==> src/hw/rtl/assert_macros.svh <==
// ----------------------------------------------------------------------------
// assert_macros
// shared concurrent assertion macros for the svpwm rtl
// ----------------------------------------------------------------------------
`ifndef ASSERT_MACROS_SVH
`define ASSERT_MACROS_SVH

// same-cycle implication, disabled in reset
`define ASSERT_IMPL(lbl, clk, rstn, ante, cons) \
    lbl: assert property (@(posedge clk) disable iff (!rstn) (ante) |-> (cons)) \
        else $error("assertion failed");

// next-cycle implication, disabled in reset
`define ASSERT_NEXT(lbl, clk, rstn, ante, cons) \
    lbl: assert property (@(posedge clk) disable iff (!rstn) (ante) |=> (cons)) \
        else $error("assertion failed");

`endif

==> src/hw/rtl/svpwm_pkg.sv <==
// ----------------------------------------------------------------------------
// svpwm_pkg
// widths, constants, shared types and the cordic arctangent table
// ----------------------------------------------------------------------------
`default_nettype none

package svpwm_pkg;

    localparam int VOLT_WIDTH     = 16;
    localparam int ANGLE_WIDTH    = 16;
    localparam int DUTY_FRAC_BITS = 15;
    localparam int DUTY_WIDTH     = DUTY_FRAC_BITS + 1;
    localparam int VOLT_FRAC_BITS = 6;
    localparam int LIMIT_WIDTH    = 16;
    localparam int SCALE_WIDTH    = 16;
    localparam int SCALE_BITS     = 15;
    localparam int GUARD          = 12;
    localparam int GAIN_SHIFT     = 20 - GUARD;
    localparam int CORDIC_STEPS   = 24;
    localparam int ZW             = 32;
    localparam int XW             = 30;
    localparam int PW             = 31;
    localparam int MW             = 30;
    localparam int NW             = LIMIT_WIDTH + VOLT_WIDTH + GUARD;
    localparam int SDIV_STEPS     = SCALE_BITS;
    localparam int DDIV_STEPS     = DUTY_FRAC_BITS + GUARD;
    localparam int QUEUE_DEPTH    = 4;
    localparam int QUEUE_AW       = 2;

    localparam logic signed [20:0] GAIN_Q20       = 21'sd636751;
    localparam logic signed [17:0] HALF_SQRT3_Q16 = 18'sd56756;
    localparam logic [LIMIT_WIDTH-1:0] LIMIT_RESET = 16'd18919;
    localparam logic [SCALE_WIDTH-1:0] SCALE_ONE   = 16'd32768;
    localparam logic [DUTY_WIDTH-1:0]  DUTY_HALF   = DUTY_WIDTH'(1) << (DUTY_FRAC_BITS - 1);
    localparam logic [DUTY_WIDTH-1:0]  DUTY_FULL   = DUTY_WIDTH'(1) << DUTY_FRAC_BITS;

    localparam logic [1:0] QUAD_0 = 2'd0;
    localparam logic [1:0] QUAD_1 = 2'd1;
    localparam logic [1:0] QUAD_2 = 2'd2;
    localparam logic [1:0] QUAD_3 = 2'd3;

    typedef struct packed {
        logic [VOLT_WIDTH-1:0] vdc;
        logic signed [XW-1:0]  x;
        logic signed [XW-1:0]  y;
        logic signed [ZW-1:0]  z;
        logic [1:0]            quad;
    } svpwm_item_t;

    function automatic logic signed [ZW-1:0] atan_turns(input logic [4:0] idx);
        case (idx)
            5'd0:    atan_turns = 32'sd536870912;
            5'd1:    atan_turns = 32'sd316933406;
            5'd2:    atan_turns = 32'sd167458907;
            5'd3:    atan_turns = 32'sd85004756;
            5'd4:    atan_turns = 32'sd42667331;
            5'd5:    atan_turns = 32'sd21354465;
            5'd6:    atan_turns = 32'sd10679838;
            5'd7:    atan_turns = 32'sd5340245;
            5'd8:    atan_turns = 32'sd2670163;
            5'd9:    atan_turns = 32'sd1335087;
            5'd10:   atan_turns = 32'sd667544;
            5'd11:   atan_turns = 32'sd333772;
            5'd12:   atan_turns = 32'sd166886;
            5'd13:   atan_turns = 32'sd83443;
            5'd14:   atan_turns = 32'sd41722;
            5'd15:   atan_turns = 32'sd20861;
            5'd16:   atan_turns = 32'sd10430;
            5'd17:   atan_turns = 32'sd5215;
            5'd18:   atan_turns = 32'sd2608;
            5'd19:   atan_turns = 32'sd1304;
            5'd20:   atan_turns = 32'sd652;
            5'd21:   atan_turns = 32'sd326;
            5'd22:   atan_turns = 32'sd163;
            5'd23:   atan_turns = 32'sd81;
            default: atan_turns = 32'sd0;
        endcase
    endfunction

endpackage

`default_nettype wire

==> src/hw/rtl/svpwm_queue.sv <==
// ----------------------------------------------------------------------------
// svpwm_queue
// short fifo between the front stage and the back pipeline
// ----------------------------------------------------------------------------
`default_nettype none

`include "assert_macros.svh"

module svpwm_queue (
    input  logic                   aclk,
    input  logic                   aresetn,
    input  svpwm_pkg::svpwm_item_t push_item,
    input  logic                   push_valid,
    output logic                   push_ready,
    output svpwm_pkg::svpwm_item_t pop_item,
    output logic                   pop_valid,
    input  logic                   pop_ready
);

    localparam int DEPTH = svpwm_pkg::QUEUE_DEPTH;
    localparam int AW    = svpwm_pkg::QUEUE_AW;

    svpwm_pkg::svpwm_item_t mem_reg [DEPTH];
    logic [AW-1:0]          wr_ptr_reg;
    logic [AW-1:0]          wr_ptr_next;
    logic [AW-1:0]          rd_ptr_reg;
    logic [AW-1:0]          rd_ptr_next;
    logic [AW:0]            count_reg;
    logic [AW:0]            count_next;
    logic                   push;
    logic                   pop;

    assign push_ready = (count_reg != (AW+1)'(DEPTH));
    assign pop_valid  = (count_reg != '0);
    assign push       = push_valid && push_ready;
    assign pop        = pop_valid && pop_ready;
    assign pop_item   = mem_reg[rd_ptr_reg];

    always_comb begin
        wr_ptr_next = push ? wr_ptr_reg + AW'(1) : wr_ptr_reg;
        rd_ptr_next = pop ? rd_ptr_reg + AW'(1) : rd_ptr_reg;
        count_next  = count_reg + (AW+1)'(push) - (AW+1)'(pop);
    end

    always_ff @(posedge aclk) begin
        if (!aresetn) begin
            wr_ptr_reg <= '0;
            rd_ptr_reg <= '0;
            count_reg  <= '0;
        end else begin
            wr_ptr_reg <= wr_ptr_next;
            rd_ptr_reg <= rd_ptr_next;
            count_reg  <= count_next;
        end
    end

    always_ff @(posedge aclk) begin
        if (push) begin
            mem_reg[wr_ptr_reg] <= push_item;
        end
    end

    `ASSERT_IMPL(a_count_range, aclk, aresetn, 1'b1, count_reg <= (AW+1)'(DEPTH))
    `ASSERT_NEXT(a_count_both, aclk, aresetn, push && pop, $stable(count_reg))

endmodule

`default_nettype wire

==> config.mk <==
export PLATFORM = sky130hd
export DESIGN_NAME = svpwm_queue
export DESIGN_NICKNAME = d
export VERILOG_FILES = /design/src/hw/rtl/svpwm_pkg.sv /design/src/hw/rtl/svpwm_queue.sv
export VERILOG_INCLUDE_DIRS = /design/src /design/src/hw/rtl
export SDC_FILE = /design/constraint.sdc
export NUM_CORES = 1
export LEC_CHECK = 0
export BUFFER_PORTS_ARGS = -buffer_cell sky130_fd_sc_hd__clkbuf_2
export CAP_MARGIN = 15
export CORE_MARGIN = 2
export CORE_UTILIZATION = 40
export DETAILED_ROUTE_END_ITERATION = 10
export PLACE_DENSITY = 0.55
export SLEW_MARGIN = 15
export SYNTH_ARGS = -nofsm -noshare
export SYNTH_HDL_FRONTEND = slang
export SYNTH_SLANG_ARGS = --single-unit
==> constraint.sdc <==
create_clock -name aclk -period 4.8 [get_ports aclk]
set_input_delay 0.48 -clock aclk [delete_from_list [all_inputs] [get_ports aclk]]
set_output_delay 0.48 -clock aclk [all_outputs]
set_load 0.05 [all_outputs]
==> impl_results.md <==
* Commonest non-fill, non-tap cell in the layout: edfxtp_1
* Initial antenna violation count at 2
* RSZ-0062 raised after global routing: no
* Status: complete, no violations
* Die Y at 206 um
* Setup TNS at 0 ns
* Detailed-route via count at approximately 7300
* Maximum clock path buffer count at 3
* TritonCTS Buffers at 48
* Max FFs per register at between 400 and 500
* Initial Util at 40.3%
* Crit-path cells: buf_12, mux4_2, clkbuf_2
* Top Ports at 226
* Routed WL per cell at 21.2 um
* Gr ovfl total at 0
* WP data required at about 4.3 ns
* Die Wd at between 200 and 250 um
* Hold Worst Slack at approximately 0.14 ns
* Area grow syn2layout at 20.1%
* Number of global-route vias before repair at 7793
* Worst Max-Slew Pin Slew at 0.856 ns
* Post-synth top area cell: edfxtp_1
* CTS tree: yes
* CTS clk-pin slew, worst paths at approximately 0.06 ns
* Max transition margin at 43.0%
* Pre-antenna DRT Iters at 4
* Static leakage at 0.00657 uW
* Post-CTS sizing at 0
* Max incr delay on CP at between 0.8 and 0.9 ns
* Mapped cell area at approximately 16000 um^2
* Buffers on Ports at 225
* Critical-path top delay cell: dfxtp_4
* Highest fanout seen on the critical path at 38
* Top post-synthesis cells by area: edfxtp_1, mux4_2, dfxtp_1
* Post-DP HPWL at 18000 um
* Site row count at 74
* First-pass GRT wire length at ~46000 um
* Final setup fails at 0
* Setup crit start kind: flip-flop
* Synth Instances at just over 600
* CP arrival at 2.74 ns
* # clock sinks at 449
* Core area at 40600 um^2
* Total design power at 11800 uW
* Crit end category: output pin
* #FFs+latches synth at 449
* Vias per std cell at 5.00
* Residual DRC at 0
* Post-CTS setup buffers at 0
* Iter 0 DRT Violations at 424
* Final nets at 1003
* Clock latency on the worst-skew pair at 0.55 ns
* Largest net degree at the start of global routing at about 110
* H-tree levels at 2
* Total GRT Usage at between 10% and 20%
* Unique cell type count in the Yosys netlist at 19
* Die area at 42500 um^2
* Worst Path Class, Setup: reg2out
* Worst R2R Setup Slack at 2.16 ns
* Synth Net Count at 743
* Worst hold path type: in2reg
* Max-cap violation count at 0
* Max-slew violations at 0
* CP delay by family, top: flip-flops
* Post-synth top area share at between 80% and 90%
* Max Clock Skew at 0.0103 ns
* CTS Hold Bufs at 0
* Period minus WS final at approximately 3.2 ns
* VDD IR max at roughly 0.00037 V
* Final worst-path cycle share at between 60% and 70%
* Endpoints failing hold at 0
* WL final at 30900 um
* WP buf/inv at 2
* Pwr dens at 601 nW/um^2
* Root Buffer: clkbuf_16
* Syn. warnings at 0
* Mean Syn Cell Area at 26.3 um^2
* Sequential fraction of the synthesis area at 81.9%
* Most frequent cells in the layout: edfxtp_1, clkbuf_2, mux4_2
* ANT nets after route at 0
* Placer Congestion at 0.691
* FMAX at about 310 MHz
* Share of layout cells above drive strength 1 at between 40 and 50%
==> logic make-up (layout without fill, tap and decap cells) <==
| group | after synthesis | after routing | share of synthesized area (%) |
|---|---|---|---|
| multiplexers | 112 | 112 | 15.3 |
| AO/OA/AOI/OAI | 3 | 3 | 0.153 |
| buffers and inverters | 30 | 327 | 1.28 |
| flip-flops | 449 | 449 | 81.9 |
| other | 0 | 3 | 0 |
| XOR/XNOR | 4 | 4 | 0.214 |
| AND/OR/NAND/NOR | 17 | 17 | 0.559 |
| adder cells (fa/ha/maj) | 7 | 7 | 0.582 |
==> worst paths after layout <==
check | startpoint | endpoint | cells after the start
worst max-delay path | flip-flop | pop_item[8] | 3
worst min-delay path | push_item[2] | mem_reg[2][2] | 1
worst max register to register | count_reg[1] | mem_reg[2][10] | 4
worst min register to register | wr_ptr_reg[1] | wr_ptr_reg[1] | 2
==> Yosys cell counts <==
cell type / count
or3_1: 1
dfxtp_1: 9
nor2b_1: 3
inv_1: 5
buf_6: 11
mux4_2: 110
fa_1: 1
o311ai_1: 1
edfxtp_1: 440
xnor2_1: 4
and2_1: 7
a21boi_1: 1
nor2_1: 1
mux2i_1: 2
o31a_1: 1
nand2_1: 5
buf_2: 11
ha_1: 6
clkbuf_1: 3
==> per-layer routing <==
metal	up-vias	GRT usage, %	wire length (um)
li1	3213	-	-
met1	3816	18.9	12900
met2	205	23.4	14700
met3	38	5.06	2720
met4	0	4.44	552
met5	-	0	0
==> power by group <==
part           total (uW)  internal, uW  switching [uW]
Clock                3480          2060            1410
Combinational        3370          1020            2350
Sequential           4950          4750             198
==> per-stage QoR <==
step / worst slack [ns] / area [um^2] / std cells / utilization [%]
2_1_floorplan: 0.850 / 16300 / 622 / -
3_3_place_gp: 2.08 / 18100 / 1364 / 44.7
3_5_place_dp: 2.03 / 18100 / 1364 / 44.7
4_1_cts: 1.46 / 19600 / 1451 / 48.4
5_1_grt: 1.37 / 19600 / 1451 / 48.4
6_report: 1.58 / 19600 / 1454 / 48.4
==> area by class of cell <==
class	count	area [um^2]
inverters	5	18.8
repair buffers	235	1290
well taps	532	666
clock buffers	62	1290
diodes	3	7.51
flip-flops and latches	449	13400
multi-input cells	143	2750
fillers	3370	20900
clock inverters	25	205
No activity file was read; power rests on OpenSTA's default activity.
