`src/hw/rtl/assert_macros.svh`:
```
// ----------------------------------------------------------------------------
// assert_macros
// shared concurrent assertion macros for the svpwm rtl
// ----------------------------------------------------------------------------
`ifndef ASSERT_MACROS_SVH
`define ASSERT_MACROS_SVH

// same-cycle implication, disabled in reset
`define ASSERT_IMPL(lbl, clk, rstn, ante, cons) \
    lbl: assert property (@(posedge clk) disable iff (!rstn) (ante) |-> (cons)) \
        else $error("assertion failed");

// next-cycle implication, disabled in reset
`define ASSERT_NEXT(lbl, clk, rstn, ante, cons) \
    lbl: assert property (@(posedge clk) disable iff (!rstn) (ante) |=> (cons)) \
        else $error("assertion failed");

`endif

```
`src/hw/rtl/svpwm_pkg.sv`:
```
// ----------------------------------------------------------------------------
// svpwm_pkg
// widths, constants, shared types and the cordic arctangent table
// ----------------------------------------------------------------------------
`default_nettype none

package svpwm_pkg;

    localparam int VOLT_WIDTH     = 16;
    localparam int ANGLE_WIDTH    = 16;
    localparam int DUTY_FRAC_BITS = 15;
    localparam int DUTY_WIDTH     = DUTY_FRAC_BITS + 1;
    localparam int VOLT_FRAC_BITS = 6;
    localparam int LIMIT_WIDTH    = 16;
    localparam int SCALE_WIDTH    = 16;
    localparam int SCALE_BITS     = 15;
    localparam int GUARD          = 12;
    localparam int GAIN_SHIFT     = 20 - GUARD;
    localparam int CORDIC_STEPS   = 24;
    localparam int ZW             = 32;
    localparam int XW             = 30;
    localparam int PW             = 31;
    localparam int MW             = 30;
    localparam int NW             = LIMIT_WIDTH + VOLT_WIDTH + GUARD;
    localparam int SDIV_STEPS     = SCALE_BITS;
    localparam int DDIV_STEPS     = DUTY_FRAC_BITS + GUARD;
    localparam int QUEUE_DEPTH    = 4;
    localparam int QUEUE_AW       = 2;

    localparam logic signed [20:0] GAIN_Q20       = 21'sd636751;
    localparam logic signed [17:0] HALF_SQRT3_Q16 = 18'sd56756;
    localparam logic [LIMIT_WIDTH-1:0] LIMIT_RESET = 16'd18919;
    localparam logic [SCALE_WIDTH-1:0] SCALE_ONE   = 16'd32768;
    localparam logic [DUTY_WIDTH-1:0]  DUTY_HALF   = DUTY_WIDTH'(1) << (DUTY_FRAC_BITS - 1);
    localparam logic [DUTY_WIDTH-1:0]  DUTY_FULL   = DUTY_WIDTH'(1) << DUTY_FRAC_BITS;

    localparam logic [1:0] QUAD_0 = 2'd0;
    localparam logic [1:0] QUAD_1 = 2'd1;
    localparam logic [1:0] QUAD_2 = 2'd2;
    localparam logic [1:0] QUAD_3 = 2'd3;

    typedef struct packed {
        logic [VOLT_WIDTH-1:0] vdc;
        logic signed [XW-1:0]  x;
        logic signed [XW-1:0]  y;
        logic signed [ZW-1:0]  z;
        logic [1:0]            quad;
    } svpwm_item_t;

    function automatic logic signed [ZW-1:0] atan_turns(input logic [4:0] idx);
        case (idx)
            5'd0:    atan_turns = 32'sd536870912;
            5'd1:    atan_turns = 32'sd316933406;
            5'd2:    atan_turns = 32'sd167458907;
            5'd3:    atan_turns = 32'sd85004756;
            5'd4:    atan_turns = 32'sd42667331;
            5'd5:    atan_turns = 32'sd21354465;
            5'd6:    atan_turns = 32'sd10679838;
            5'd7:    atan_turns = 32'sd5340245;
            5'd8:    atan_turns = 32'sd2670163;
            5'd9:    atan_turns = 32'sd1335087;
            5'd10:   atan_turns = 32'sd667544;
            5'd11:   atan_turns = 32'sd333772;
            5'd12:   atan_turns = 32'sd166886;
            5'd13:   atan_turns = 32'sd83443;
            5'd14:   atan_turns = 32'sd41722;
            5'd15:   atan_turns = 32'sd20861;
            5'd16:   atan_turns = 32'sd10430;
            5'd17:   atan_turns = 32'sd5215;
            5'd18:   atan_turns = 32'sd2608;
            5'd19:   atan_turns = 32'sd1304;
            5'd20:   atan_turns = 32'sd652;
            5'd21:   atan_turns = 32'sd326;
            5'd22:   atan_turns = 32'sd163;
            5'd23:   atan_turns = 32'sd81;
            default: atan_turns = 32'sd0;
        endcase
    endfunction

endpackage

`default_nettype wire

```
`src/hw/rtl/svpwm_front.sv`:
```
// ----------------------------------------------------------------------------
// svpwm_front
// input stage: bus magnitude, gain-corrected d/q and quadrant split of angle
// ----------------------------------------------------------------------------
`default_nettype none

module svpwm_front (
    input  logic                                         aclk,
    input  logic                                         aresetn,
    input  logic                                         s_valid,
    output logic                                         s_ready,
    input  logic signed [svpwm_pkg::VOLT_WIDTH-1:0]      s_bus_voltage,
    input  logic signed [svpwm_pkg::VOLT_WIDTH-1:0]      s_d_voltage_ref,
    input  logic signed [svpwm_pkg::VOLT_WIDTH-1:0]      s_q_voltage_ref,
    input  logic [svpwm_pkg::ANGLE_WIDTH-1:0]            s_electrical_angle,
    output svpwm_pkg::svpwm_item_t                       item,
    output logic                                         item_valid,
    input  logic                                         item_ready
);

    localparam int VW = svpwm_pkg::VOLT_WIDTH;
    localparam int AW = svpwm_pkg::ANGLE_WIDTH;
    localparam int XW = svpwm_pkg::XW;
    localparam int ZW = svpwm_pkg::ZW;
    localparam logic [VW-1:0] VMIN = VW'(1) << svpwm_pkg::VOLT_FRAC_BITS;

    logic [VW-1:0]          vabs;
    logic [VW-1:0]          vdc;
    logic signed [VW+20:0]  prod_d;
    logic signed [VW+20:0]  prod_q;
    logic [ZW-1:0]          p;
    logic [ZW-1:0]          psum;
    logic [ZW-1:0]          u;
    logic                   accept;
    svpwm_pkg::svpwm_item_t item_reg;
    svpwm_pkg::svpwm_item_t item_next;
    logic                   valid_reg;
    logic                   valid_next;

    assign vabs = s_bus_voltage[VW-1] ? VW'(-s_bus_voltage) : VW'(s_bus_voltage);
    assign vdc  = (vabs < VMIN) ? VMIN : vabs;

    assign prod_d = s_d_voltage_ref * svpwm_pkg::GAIN_Q20;
    assign prod_q = s_q_voltage_ref * svpwm_pkg::GAIN_Q20;

    // angle as 32-bit turns, nearest quarter turn split off
    assign p    = {s_electrical_angle, {(ZW-AW){1'b0}}};
    assign psum = p + 32'h2000_0000;
    assign u    = p - {psum[ZW-1:ZW-2], {(ZW-2){1'b0}}};

    always_comb begin
        item_next.vdc  = vdc;
        item_next.x    = XW'(prod_d >>> svpwm_pkg::GAIN_SHIFT);
        item_next.y    = XW'(prod_q >>> svpwm_pkg::GAIN_SHIFT);
        item_next.z    = signed'(u);
        item_next.quad = psum[ZW-1:ZW-2];
    end

    assign s_ready    = !valid_reg || item_ready;
    assign accept     = s_valid && s_ready;
    assign valid_next = accept || (valid_reg && !item_ready);

    always_ff @(posedge aclk) begin
        if (!aresetn) begin
            valid_reg <= 1'b0;
        end else begin
            valid_reg <= valid_next;
        end
    end

    always_ff @(posedge aclk) begin
        if (accept) begin
            item_reg <= item_next;
        end
    end

    assign item       = item_reg;
    assign item_valid = valid_reg;

endmodule

`default_nettype wire

```
`config.mk`:
```
export PLATFORM = sky130hd
export DESIGN_NAME = svpwm_front
export DESIGN_NICKNAME = d
export VERILOG_FILES = /design/src/hw/rtl/assert_macros.svh /design/src/hw/rtl/svpwm_pkg.sv /design/src/hw/rtl/svpwm_front.sv
export SDC_FILE = /design/constraint.sdc
export NUM_CORES = 1
export LEC_CHECK = 0
export BUFFER_PORTS_ARGS = -buffer_cell sky130_fd_sc_hd__buf_2
export CORE_MARGIN = 4
export CORE_UTILIZATION = 40
export CTS_CLUSTER_DIAMETER = 60
export DETAILED_ROUTE_END_ITERATION = 7
export SYNTH_ARGS = -nofsm -noshare
export SYNTH_HDL_FRONTEND = slang
export SYNTH_SLANG_ARGS = --single-unit
```
`constraint.sdc`:
```
create_clock -name aclk -period 7.44 [get_ports aclk]
set_input_delay 0.744 -clock aclk [delete_from_list [all_inputs] [get_ports aclk]]
set_output_delay 0.744 -clock aclk [all_outputs]
set_load 0.02 [all_outputs]
```
==> results.txt, run 1 <==
The flow ran to the end, and the final reports show no timing, DRC or antenna violations. In this run, synthesis produced a sequential element count of 93. Summing the sequential cell areas from Yosys gives 18.3% of the chip area.

In this run the cell area of the synthesized design comes to 15,200 sq um. Share of cells above drive strength 1: 12.6%. Entering global routing, the biggest net connects 49 pins. The filler cells instantiated in the layout total 3,594. Setup violations remaining at the end of the flow were counted as 0. The routed wire length per instance came out at 16.4 microns. The yosys synthesis warning count came out at 0. The run gives 41,300 sq um as the area enclosed by the die boundary. In this run the remaining antenna-violating nets after routing total 0. After detailed routing, the total wire length is 34,300 microns. The cell at the root of the clock tree was sky130_fd_sc_hd__clkbuf_16. For the worst setup path, the data arrival time is 7.12 ns. In this run, post-CTS repair resized a total of 0 instances.

The number of input and output port buffers inserted is 163, and the effective utilization at floorplan is 40.5%. The ratio of final minimum period to clock period came out at 94.4%. The class of the most critical setup path was in2reg. Slew of the pin with the lowest slew margin: 0.696 ns.

The worst path needs 7.02 ns of the cycle, external delays included. Along the worst path, the maximum fanout reaches 5. The worst clock skew is 0.0116 ns, and the worst endpoint required time is 7.54 ns.

The tools report the number of standard cells after synthesis as 1,408. After detailed routing, the number of remaining DRC violations is 0. Summing over every cut layer, the via total after detailed routing is 9,842. The first global-routing pass estimated 55,700 microns of wire.

Clock tree synthesis found a total of 93 sinks. The worst setup path is launched from an input port. Compared with the post-synthesis result, the final layout area differs by 11.2%. The netlist uses 59 different library cells.

The type of the most critical hold path is in2reg. The average footprint of a synthesized cell is 10.8 sq um, and the die boundary width is 203 microns. The logs give 53.6% for the worst max-slew margin expressed relative to the limit and 10,800 sq um for the area taken by multi-input logic gates. The longest clock path from root to sink contains 2 buffers. In this run the post-CTS setup repair buffer count came out at 0. The async set-reset flop share out of synthesis was 0%; the max-slew violation count was 0. The number of iterations in the first detailed-routing pass was 4; the number of antenna violations at the first check in global routing was 0. The final weighted congestion in routability-driven placement was 0.911; the CTS H-tree depth was 3. The tools report the number of placed I/O pins as 180.

The endpoint kind of the worst setup timing path is a flip-flop. The run gives 0 as the aggregate global routing overflow. TritonCTS built the clock tree. Setup repair after global routing left no endpoint under its margin. After floorplanning, the core was divided into 71 placement rows.

Die height: 203 microns. The tool flagged a number of max-cap violations equal to 0. Counting flops with a built-in enable in the synthesized netlist gives 92. The hold buffer count at CTS came out at 0. For the final-report hold violation count, the log shows 0.

The sequential cell area in the final layout was 2780 sq um. The most used flip-flop cell after synthesis is sky130_fd_sc_hd__edfxtp_1. The tools report the number of global-route vias before repair as 10.6k.

Setup total negative slack on the finished layout was measured at 0 ns. For this block, the initial DRC count from the detailed router was 377. For the HPWL after detailed placement, the log shows 30,200 microns. For this run, the top clock speed supported by timing is 142 MHz. TritonCTS created 9 clock buffers.

The register with the most flip-flops in the layout has 92 of them. The via density per instance works out to 4.70. The clock edge transition at the registers on the reported setup and hold paths came out at 0.08 ns. The final layout contains 2,185 nets.

The region available for standard cell placement spans 37,600 sq um. The logs give 17.3% for the overall routing resource usage and 0.37 ns for the clock network latency to the later pin of the worst-skew pair.
[cell usage in the layout (no fill, tap or decap), types with 2 or more instances in the layout]
cell / count
sky130_fd_sc_hd__a211o_1: 2
sky130_fd_sc_hd__a211oi_1: 3
sky130_fd_sc_hd__a21o_1: 26
sky130_fd_sc_hd__a21oi_1: 33
sky130_fd_sc_hd__a31oi_1: 3
sky130_fd_sc_hd__a32oi_1: 2
sky130_fd_sc_hd__and2_1: 2
sky130_fd_sc_hd__and3_1: 6
sky130_fd_sc_hd__and4_1: 3
sky130_fd_sc_hd__buf_2: 163
sky130_fd_sc_hd__bufinv_16: 2
sky130_fd_sc_hd__clkbuf_16: 9
sky130_fd_sc_hd__conb_1: 16
sky130_fd_sc_hd__edfxtp_1: 92
sky130_fd_sc_hd__fa_1: 240
sky130_fd_sc_hd__ha_1: 300
sky130_fd_sc_hd__inv_1: 411
sky130_fd_sc_hd__inv_6: 2
sky130_fd_sc_hd__nand2_1: 28
sky130_fd_sc_hd__nand2b_1: 7
sky130_fd_sc_hd__nand3_1: 12
sky130_fd_sc_hd__nand3b_1: 2
sky130_fd_sc_hd__nand4_1: 4
sky130_fd_sc_hd__nor2_1: 40
sky130_fd_sc_hd__nor2b_1: 12
sky130_fd_sc_hd__nor3_1: 12
sky130_fd_sc_hd__o2111ai_1: 2
sky130_fd_sc_hd__o211a_1: 2
sky130_fd_sc_hd__o21a_1: 9
sky130_fd_sc_hd__o21ai_0: 22
sky130_fd_sc_hd__o21ai_1: 2
sky130_fd_sc_hd__o31ai_1: 3
sky130_fd_sc_hd__or2_2: 10
sky130_fd_sc_hd__or3_1: 5
sky130_fd_sc_hd__or3_4: 3
sky130_fd_sc_hd__xnor2_1: 40
sky130_fd_sc_hd__xor2_1: 23
[layout make-up]
type | count | area share (%)
diodes | 1 | 0.0148
clock buffers | 10 | 1.35
clock inverters | 6 | 0.554
inverters | 411 | 9.11
multi-input cells | 898 | 63.9
flip-flops and latches | 93 | 16.4
well taps | 511 | 3.78
repair buffers | 164 | 4.86
[worst paths after layout]
| check | from | end | slack (ns) | cells after the start |
|---|---|---|---|---|
| hold / removal | s_electrical_angle[3] | item[21]$_DFFE_PP_ | 0.54 | 1 |
| setup / recovery | s_d_voltage_ref[1] | item[92]$_DFFE_PP_ | 0.42 | 22 |
| setup reg to reg | item_valid$_SDFF_PN0_ | item[82]$_DFFE_PP_ | 5.34 | 3 |
| hold reg to reg | item_valid$_SDFF_PN0_ | item_valid$_SDFF_PN0_ | 0.57 | 2 |
[cells by family (layout without fill, tap and decap cells)]
family          Yosys count  in the layout  share of synthesized area (%)
fa+ha+maj               540            540                           56.2
buf+inv                 432            591                           11.1
simple gates            152            152                           5.21
compound gates          126            126                           5.55
flops                    93             93                           18.3
xor+xnor                 63             63                           3.62
other cells               1             17                         0.0246
mux                       1              1                         0.0657
[per-stage QoR]
stage	cells	utilization, %	instance area [sq um]	setup slack (ns)	hold WS [ns]
finish	2094	45.1	16900	0.419	0.541
global route	2093	45.1	16900	0.118	0.515
CTS	2093	45.1	16900	0.401	0.510
detailed placement	2077	44.2	16600	0.00630	0.553
global placement	2077	44.2	16600	0.269	0.511
floorplan	1423	-	15300	0.910	0.750
[metal layers]
metal	track usage, %	up-vias	share of wire (%)
li1	-	4765	-
met1	22.5	4870	45
met2	29.9	168	49
met3	3.08	39	3.8
met4	4.87	0	2.4
met5	0	-	0
[critical path: stages]
cell and delay (ns):
sky130_fd_sc_hd__buf_2 0.14, sky130_fd_sc_hd__ha_1 0.39, sky130_fd_sc_hd__inv_1 0.09, sky130_fd_sc_hd__fa_1 0.51
sky130_fd_sc_hd__fa_1 0.52, sky130_fd_sc_hd__inv_1 0.06, sky130_fd_sc_hd__fa_1 0.50, sky130_fd_sc_hd__fa_1 0.51
sky130_fd_sc_hd__inv_1 0.05, sky130_fd_sc_hd__fa_1 0.48, sky130_fd_sc_hd__inv_1 0.04, sky130_fd_sc_hd__ha_1 0.31
sky130_fd_sc_hd__a21o_1 0.18, sky130_fd_sc_hd__a21o_1 0.19, sky130_fd_sc_hd__a21oi_1 0.24, sky130_fd_sc_hd__o2111ai_1 0.20
sky130_fd_sc_hd__a221oi_2 0.47, sky130_fd_sc_hd__o21ai_1 0.26, sky130_fd_sc_hd__a31oi_1 0.36, sky130_fd_sc_hd__o2111ai_1 0.30
sky130_fd_sc_hd__o311ai_0 0.39, sky130_fd_sc_hd__o311ai_1 0.16
[synthesized netlist by cell type, types with 3 or more instances]
| cell | number | area (sq um) |
|---|---|---|
| sky130_fd_sc_hd__or3_1 | 5 | 31.3 |
| sky130_fd_sc_hd__nor2_1 | 40 | 150 |
| sky130_fd_sc_hd__o31ai_1 | 3 | 22.5 |
| sky130_fd_sc_hd__a211oi_1 | 3 | 22.5 |
| sky130_fd_sc_hd__and2_1 | 3 | 18.8 |
| sky130_fd_sc_hd__or2_2 | 10 | 62.6 |
| sky130_fd_sc_hd__nor2b_1 | 12 | 75.1 |
| sky130_fd_sc_hd__nand4_1 | 4 | 25.0 |
| sky130_fd_sc_hd__xor2_1 | 23 | 201 |
| sky130_fd_sc_hd__a21oi_1 | 33 | 165 |
| sky130_fd_sc_hd__or3_4 | 3 | 33.8 |
| sky130_fd_sc_hd__inv_1 | 411 | 1540 |
| sky130_fd_sc_hd__nand2_1 | 28 | 105 |
| sky130_fd_sc_hd__ha_1 | 300 | 3750 |
| sky130_fd_sc_hd__a21o_1 | 26 | 195 |
| sky130_fd_sc_hd__nand3_1 | 12 | 60.1 |
| sky130_fd_sc_hd__nor3_1 | 12 | 60.1 |
| sky130_fd_sc_hd__clkbuf_1 | 3 | 11.3 |
| sky130_fd_sc_hd__a31oi_1 | 3 | 18.8 |
| sky130_fd_sc_hd__o21ai_0 | 22 | 110 |
| sky130_fd_sc_hd__and3_1 | 6 | 37.5 |
| sky130_fd_sc_hd__xnor2_1 | 40 | 350 |
| sky130_fd_sc_hd__buf_4 | 18 | 135 |
| sky130_fd_sc_hd__fa_1 | 240 | 4800 |
| sky130_fd_sc_hd__o21a_1 | 9 | 67.6 |
| sky130_fd_sc_hd__edfxtp_1 | 92 | 2760 |
| sky130_fd_sc_hd__and4_1 | 3 | 26.3 |
| sky130_fd_sc_hd__nand2b_1 | 7 | 43.8 |
Power of run 1 is left out: the tool's default activity adds up to more than one toggle a clock period on the data nets, which glitch-free logic cannot reach.
==> run 2, diff against run 1 <==
- REMOVE_ABC_BUFFERS: not set -> 1
- clock period: 7.44 -> 6.66 ns (I/O delays scaled with it)
==> run 2 against run 1 <==
Count of clock-buffer cells in the layout is 1 lower. First-iteration DRC count is 1.6% higher. Clock skew is 0.00067 ns higher. Die area stayed put. Design area is 5.4% higher. Wire length is 2.4% higher. Non-clock buffer count is 123 higher. Sequential cell count stayed put. Critical path depth is 1 lower.
==> results.txt, run 2 (synthesis results as in run 1) <==
The post-route netlist has 19.2% of its cells at a drive strength greater than 1. The overall routing resource usage came out at 18.0%. For the number of global-route vias before repair, the log shows 11.2k. The first TritonRoute pass finished after 4 iterations. Area of the core: 37,600 sq um. The floorplan step defined a die boundary enclosing 41,300 sq um.

The total routed wirelength was 35,100 microns. Summed over all layers, the global routing overflow is 0. The most common cell after layout, fill and taps aside was sky130_fd_sc_hd__inv_1.

For this run, the post-layout net count is 2,308. The global-route wire length before repair is 58,400 microns, and the number of input and output port buffers inserted is 163. 180 I/O pins were placed.

At the end of routability-driven placement, the weighted congestion stood at 0.903. Setup repair after global routing left no endpoint under its margin. The flow ran to the end, and the final reports show no timing, DRC or antenna violations. The run gives 3.04% as the global routing met3 resource utilization. TritonCTS built the clock tree. The worst setup path is launched from an input port.

The number of remaining DRC errors was 0. The worst setup path is of the in2reg kind. For met2 alone, demand over resource in global routing was 29.5%. The detailed router's first-iteration violation count is 383, and the max-slew violation count is 0.

The worst reg-to-reg path cell count was 3; the layout-stage area growth over the synthesis result was 17.2%. After legalization and detailed placement, the total HPWL measured 31,400 microns. The number of antenna violations at the first check in global routing was 0; the number of flip-flops under the largest register name was 92. The detail route stage leaves a number of antenna-violating nets equal to 0. The initial utilization of the core area, before any placement, comes to 40.5%. The logs give 10.3k for the number of vias in the routed layout and 3,526 for the number of fill cells in the layout.

The endpoint kind of the worst setup timing path was a flip-flop. The run gives 0 as the number of max-capacitance violations reported. The logs give 82 for the maximum number of pins on one net before global-route repair and 2,216 for the post-route non-filler standard cell count. In the layout the commonest cells are sky130_fd_sc_hd__inv_1, sky130_fd_sc_hd__ha_1, sky130_fd_sc_hd__fa_1. The min-delay analysis places its worst path in the category in2reg.

The global routing stage identified its most utilized layer as met2. In the final routed layout, each cell accounts on average for 15.9 microns. Counting every sink on the clock net gives 93. Die height: 203 microns. Setup violations remaining at the end of the flow were counted as 0. Clock latency on the worst-skew pair, taken at its later pin, is 0.38 ns. The setup TNS after final layout came out at 0 ns.

The die is 203 microns wide. Including well taps, the total number of placed cells is 2,200. The maximum frequency from static timing analysis was 154 MHz; the post-CTS setup-driven buffer insertion count was 0. The ratio of final minimum period to clock period is 97.5%. CTS built an H-tree with a depth of 3. The worst max-slew margin expressed relative to the limit was 25.8%. For the final-report hold violation count, the log shows 0.

The cell sitting at the root of the clock tree is a sky130_fd_sc_hd__clkbuf_16. STA puts the critical path data required time at 6.77 ns. Via density per instance: 4.65. The maximum fanout along the worst path is 3, and the number of antenna diodes is 0. Depth of the worst hold-timing path: 1. The longest clock path from root to sink contains 2 buffers.

The routed design could run at a clock period as short as 6.49 ns. The number of clock buffers added by TritonCTS is 9. Clock skew on the completed layout was measured at 0.0122 ns.

At the pin with the least slew margin, the transition time is 1.11 ns. STA puts the critical path data arrival time at 6.61 ns. The run gives 25.1% as the met1 usage. After clock tree synthesis, the clock-pin slew on the worst setup and hold paths is 0.08 ns. Row generation in the floorplan step produced 71 rows.
[run 2: repair_timing]
| item | in CTS | in global routing |
|---|---|---|
| endpoints found under the setup margin | 1 | 8 |
| resized for setup | 1 | 9 |
| hold buffers | 0 | 0 |
| hold endpoints to repair | 0 | 0 |
| pin swaps | 0 | 1 |
[run 2: cell type report]
class                   instances  area (sq um)  area share, %
inverters                     411          1540           8.64
clock inverters                 7          57.6          0.322
flip-flops and latches         93          2780           15.6
repair buffers                287          1750           9.78
multi-input cells             898         10900           60.8
well taps                     511           639           3.58
clock buffers                   9           225           1.26
[run 2: worst paths after layout]
path / start / to / slack (ns)
max: s_q_voltage_ref[7] / item[59]$_DFFE_PP_ / 0.17
min: s_electrical_angle[3] / item[21]$_DFFE_PP_ / 0.46
min reg2reg: item_valid$_SDFF_PN0_ / item_valid$_SDFF_PN0_ / 0.55
max reg2reg: item_valid$_SDFF_PN0_ / item[92]$_DFFE_PP_ / 4.65
[run 2: worst max-delay path, stage by stage]
cell,delay (ns)
sky130_fd_sc_hd__buf_2,0.10
sky130_fd_sc_hd__inv_1,0.07
sky130_fd_sc_hd__fa_1,0.55
sky130_fd_sc_hd__inv_1,0.08
sky130_fd_sc_hd__ha_1,0.34
sky130_fd_sc_hd__fa_1,0.48
sky130_fd_sc_hd__fa_1,0.54
sky130_fd_sc_hd__fa_1,0.55
sky130_fd_sc_hd__inv_1,0.06
sky130_fd_sc_hd__fa_1,0.53
sky130_fd_sc_hd__inv_1,0.05
sky130_fd_sc_hd__ha_1,0.31
sky130_fd_sc_hd__and3_1,0.21
sky130_fd_sc_hd__a221o_1,0.32
sky130_fd_sc_hd__a21o_1,0.18
sky130_fd_sc_hd__a32o_2,0.29
sky130_fd_sc_hd__o211a_4,0.28
sky130_fd_sc_hd__o211a_4,0.28
sky130_fd_sc_hd__or3_1,0.37
sky130_fd_sc_hd__a21o_1,0.20
sky130_fd_sc_hd__xor2_1,0.15
[run 2: layer usage]
metal	up-vias	share of wire, %	routed length (microns)
met5	-	0	0
met4	0	1.8	640
met3	34	5.1	1800
met2	212	46	16300
met1	5061	47	16400
li1	5007	-	-
[run 2: through the flow]
step / hold slack [ns] / area (sq um) / util, % / worst slack (ns)
after floorplan: 0.750 / 15100 / - / 0.208
after global placement: 0.514 / 17500 / 46.7 / -0.315
after detailed placement: 0.548 / 17500 / 46.7 / -0.452
after global routing: 0.442 / 17900 / 47.5 / 0.00755
after CTS: 0.433 / 17800 / 47.4 / 0.113
final: 0.461 / 17900 / 47.5 / 0.166
Power of run 2 is left out for the same reason.
==> run 3, diff against run 2 <==
- ABC_AREA: not set -> 1
==> run 3 against run 2 <==
First-iteration DRC count is 120% higher. Wire length is 23% higher. Sequential share of layout area is 0.60 points lower. Hold slack better by 0.029 ns. Cell count is 18% higher. Global-route usage is 1.5 points higher. Design area is 4.0% higher. Setup slack better by 0.89 ns. Highest routed layer unchanged.
==> results.txt, run 3 <==
The run gives 16,800 sq um as the netlist area before placement. Summed over all failing endpoints, the final setup total negative slack is 0 ns. Setup violations remaining at the end of the flow were counted as 0.

For the number of antenna violations at the first check in global routing, the log shows 0. Global routing consumed, on the met3 layer, 3.19% of the routing resources. The top cell types in the final layout, fill and taps aside, are sky130_fd_sc_hd__inv_1, sky130_fd_sc_hd__ha_1, sky130_fd_sc_hd__nand2_1. After detailed routing, the number of vias per cell comes to 4.84. Synthesis inferred 93 register bits. The aggregate global routing overflow was 0; the final core area utilization was 45.1%.

Endpoint kind of the worst setup timing path: a flip-flop. Data on the critical path is required at its endpoint by 6.77 ns. For the worst-skew pair, the clock arrives at the later sink with an insertion delay of 0.35 ns. The tools report the final-report hold violation count as 0.

Yosys attributes the largest share of cell area to sky130_fd_sc_hd__fa_1, sky130_fd_sc_hd__ha_1, sky130_fd_sc_hd__edfxtp_1, sky130_fd_sc_hd__inv_1, sky130_fd_sc_hd__nand2_1. The post-CTS setup-driven buffer insertion count was 0; the hold buffer count at CTS was 0. The die covers 45,500 sq um. The logs give 55.4% for the worst max-slew margin expressed relative to the limit and 16.5% for the sequential cell area fraction in the yosys report. The global-route wire length before repair was 70,000 microns.

The layer flagged by global routing as most heavily used is met2. The most common cell after layout, fill and taps aside was sky130_fd_sc_hd__inv_1. Setup repair after global routing left no endpoint under its margin. The critical path is of the in2reg type.

In the final routed layout, each cell accounts on average for 16.6 microns. Cell at the root of the clock tree: sky130_fd_sc_hd__clkbuf_16. The routing usage on met2 was 31.1%.

The tools report the number of iterations in the first detailed-routing pass as 5. Nature of the critical path startpoint: an input port. The share of synthesized area in the top cell type comes to 28.5%. Counting instances in the post-synthesis netlist gives the leading cell types as sky130_fd_sc_hd__inv_1, sky130_fd_sc_hd__ha_1, sky130_fd_sc_hd__nand2_1. The yosys synthesis warning count came out at 0. The tools report the max-slew violation count as 0. The number of max-capacitance violations reported was 0. After floorplanning, the core was divided into 74 placement rows. Based on the critical path, the design can be clocked at up to 178 MHz.

The final critical path takes up 84.1% of the cycle. Detailed placement finished with a half-perimeter wire length of 39,000 microns. The leading register cell type out of synthesis was sky130_fd_sc_hd__edfxtp_1. The tools report the number of nets still failing antenna checks after routing as 0. The type of the most critical hold path is in2reg. For the number of vias in the routed layout, the log shows 12.6k. The layout-stage area growth over the synthesis result was 10.2%; the post-layout minimum cycle time was 5.60 ns.

The number of global-route vias before repair is 13.0k. The worst endpoint data arrival time was 5.71 ns. The tools report the effective utilization at floorplan as 40.9%. Most common cell in the netlist: sky130_fd_sc_hd__inv_1. Synthesis produced a netlist whose cell count is 1,897. Clock tree synthesis found a total of 93 sinks. Die boundary width: 213 microns. For this block, the initial DRC count from the detailed router was 857. Along the worst path, the maximum fanout reaches 6. The clock tree synthesis step divided the H-tree into 3 levels. The run finished with clean final reports. Entering global routing, the biggest net connects 52 pins. The number of clock buffers added by TritonCTS is 9. sky130_fd_sc_hd__fa_1 takes more of the synthesized area than any other cell.

The share of cells above drive strength 1 was 9.50%. The number of distinct standard cells referenced by the synthesized netlist is 34. Post-CTS repair changed the size of 0 cells. The final weighted congestion in routability-driven placement was 0.935; the die height was 213 microns. Wires add up to 43,300 microns. The async set-reset flop share out of synthesis is 0%.

The total area inside the core boundary comes to 41,200 sq um. TritonCTS built the clock tree. The register with the most flip-flops in the layout has 92 of them. For the pin with the worst max-slew slack, the measured transition is 0.669 ns.

The worst clock skew was 0.00606 ns. The met1 usage was 28.8%; the overall routing resource usage was 19.5%. During placement, the flow inserted port buffers numbering 163. The final layout contains 2,677 nets.

In this run the deepest clock path goes through 2 buffers. During I/O placement, the number of pins put on the boundary was 180. After clock tree synthesis, the clock-pin slew on the worst setup and hold paths is 0.08 ns.

A synthesized cell averages 8.88 sq um. In the routed design, unresolved DRC markers number 0. The number of synthesized flops with an enable pin came out at 92.
[run 3: worst paths after layout]
path	endpoint	slack [ns]	from	cells past startpoint
worst max-delay path	item[58]$_DFFE_PP_	1.06	s_q_voltage_ref[10]	19
worst min-delay path	item[20]$_DFFE_PP_	0.49	s_electrical_angle[2]	1
worst max register to register	item[45]$_DFFE_PP_	4.60	item_valid$_SDFF_PN0_	3
worst min register to register	item_valid$_SDFF_PN0_	0.56	item_valid$_SDFF_PN0_	2
[run 3: cells by family after synthesis]
kind of cell / after synthesis / share of synthesized area, %
compound gates: 171 / 5.68
xor+xnor: 41 / 2.13
fa+ha+maj: 540 / 50.8
buf+inv: 531 / 12.2
flops: 93 / 16.5
other cells: 1 / 0.0223
simple gates: 520 / 12.6
[run 3: critical path: stages]
cell and delay (ns):
sky130_fd_sc_hd__buf_2 0.17, sky130_fd_sc_hd__fa_1 0.65, sky130_fd_sc_hd__inv_1 0.08, sky130_fd_sc_hd__fa_1 0.48
sky130_fd_sc_hd__inv_1 0.06, sky130_fd_sc_hd__fa_1 0.50, sky130_fd_sc_hd__fa_1 0.56, sky130_fd_sc_hd__inv_1 0.06
sky130_fd_sc_hd__fa_1 0.53, sky130_fd_sc_hd__inv_1 0.05, sky130_fd_sc_hd__fa_1 0.48, sky130_fd_sc_hd__ha_1 0.39
sky130_fd_sc_hd__nand2_1 0.10, sky130_fd_sc_hd__nor2_1 0.11, sky130_fd_sc_hd__inv_1 0.09, sky130_fd_sc_hd__nor3_1 0.38
sky130_fd_sc_hd__nand3_1 0.18, sky130_fd_sc_hd__nand3_1 0.10, sky130_fd_sc_hd__nand2_1 0.07
[run 3: area by class of cell]
cell class / count / area (sq um)
Fill cell: 4027 / 22600
Multi-Input combinational cell: 1288 / 12100
Sequential cell: 93 / 2780
Inverter: 512 / 1920
Timing Repair Buffer: 165 / 831
Tap cell: 532 / 666
Clock buffer: 9 / 225
Clock inverter: 7 / 66.3
Antenna cell: 1 / 2.50
[run 3: routing by layer]
layer / part of all wire (%) / up-vias
met5: 0 / -
met4: 1.3 / 0
met3: 6.0 / 33
met2: 45 / 338
met1: 48 / 6071
li1: - / 6183
[run 3: metrics by stage]
| step | instances | hold slack, ns | area, sq um | setup slack, ns |
|---|---|---|---|---|
| global placement | 2590 | 0.522 | 18300 | 0.738 |
| detailed placement | 2590 | 0.556 | 18300 | 0.749 |
| floorplan | 1893 | 0.729 | 16800 | 0.939 |
| global route | 2606 | 0.473 | 18600 | 0.757 |
| CTS | 2606 | 0.470 | 18600 | 1.12 |
| finish | 2607 | 0.490 | 18600 | 1.06 |
Power of run 3 is left out for the same reason.
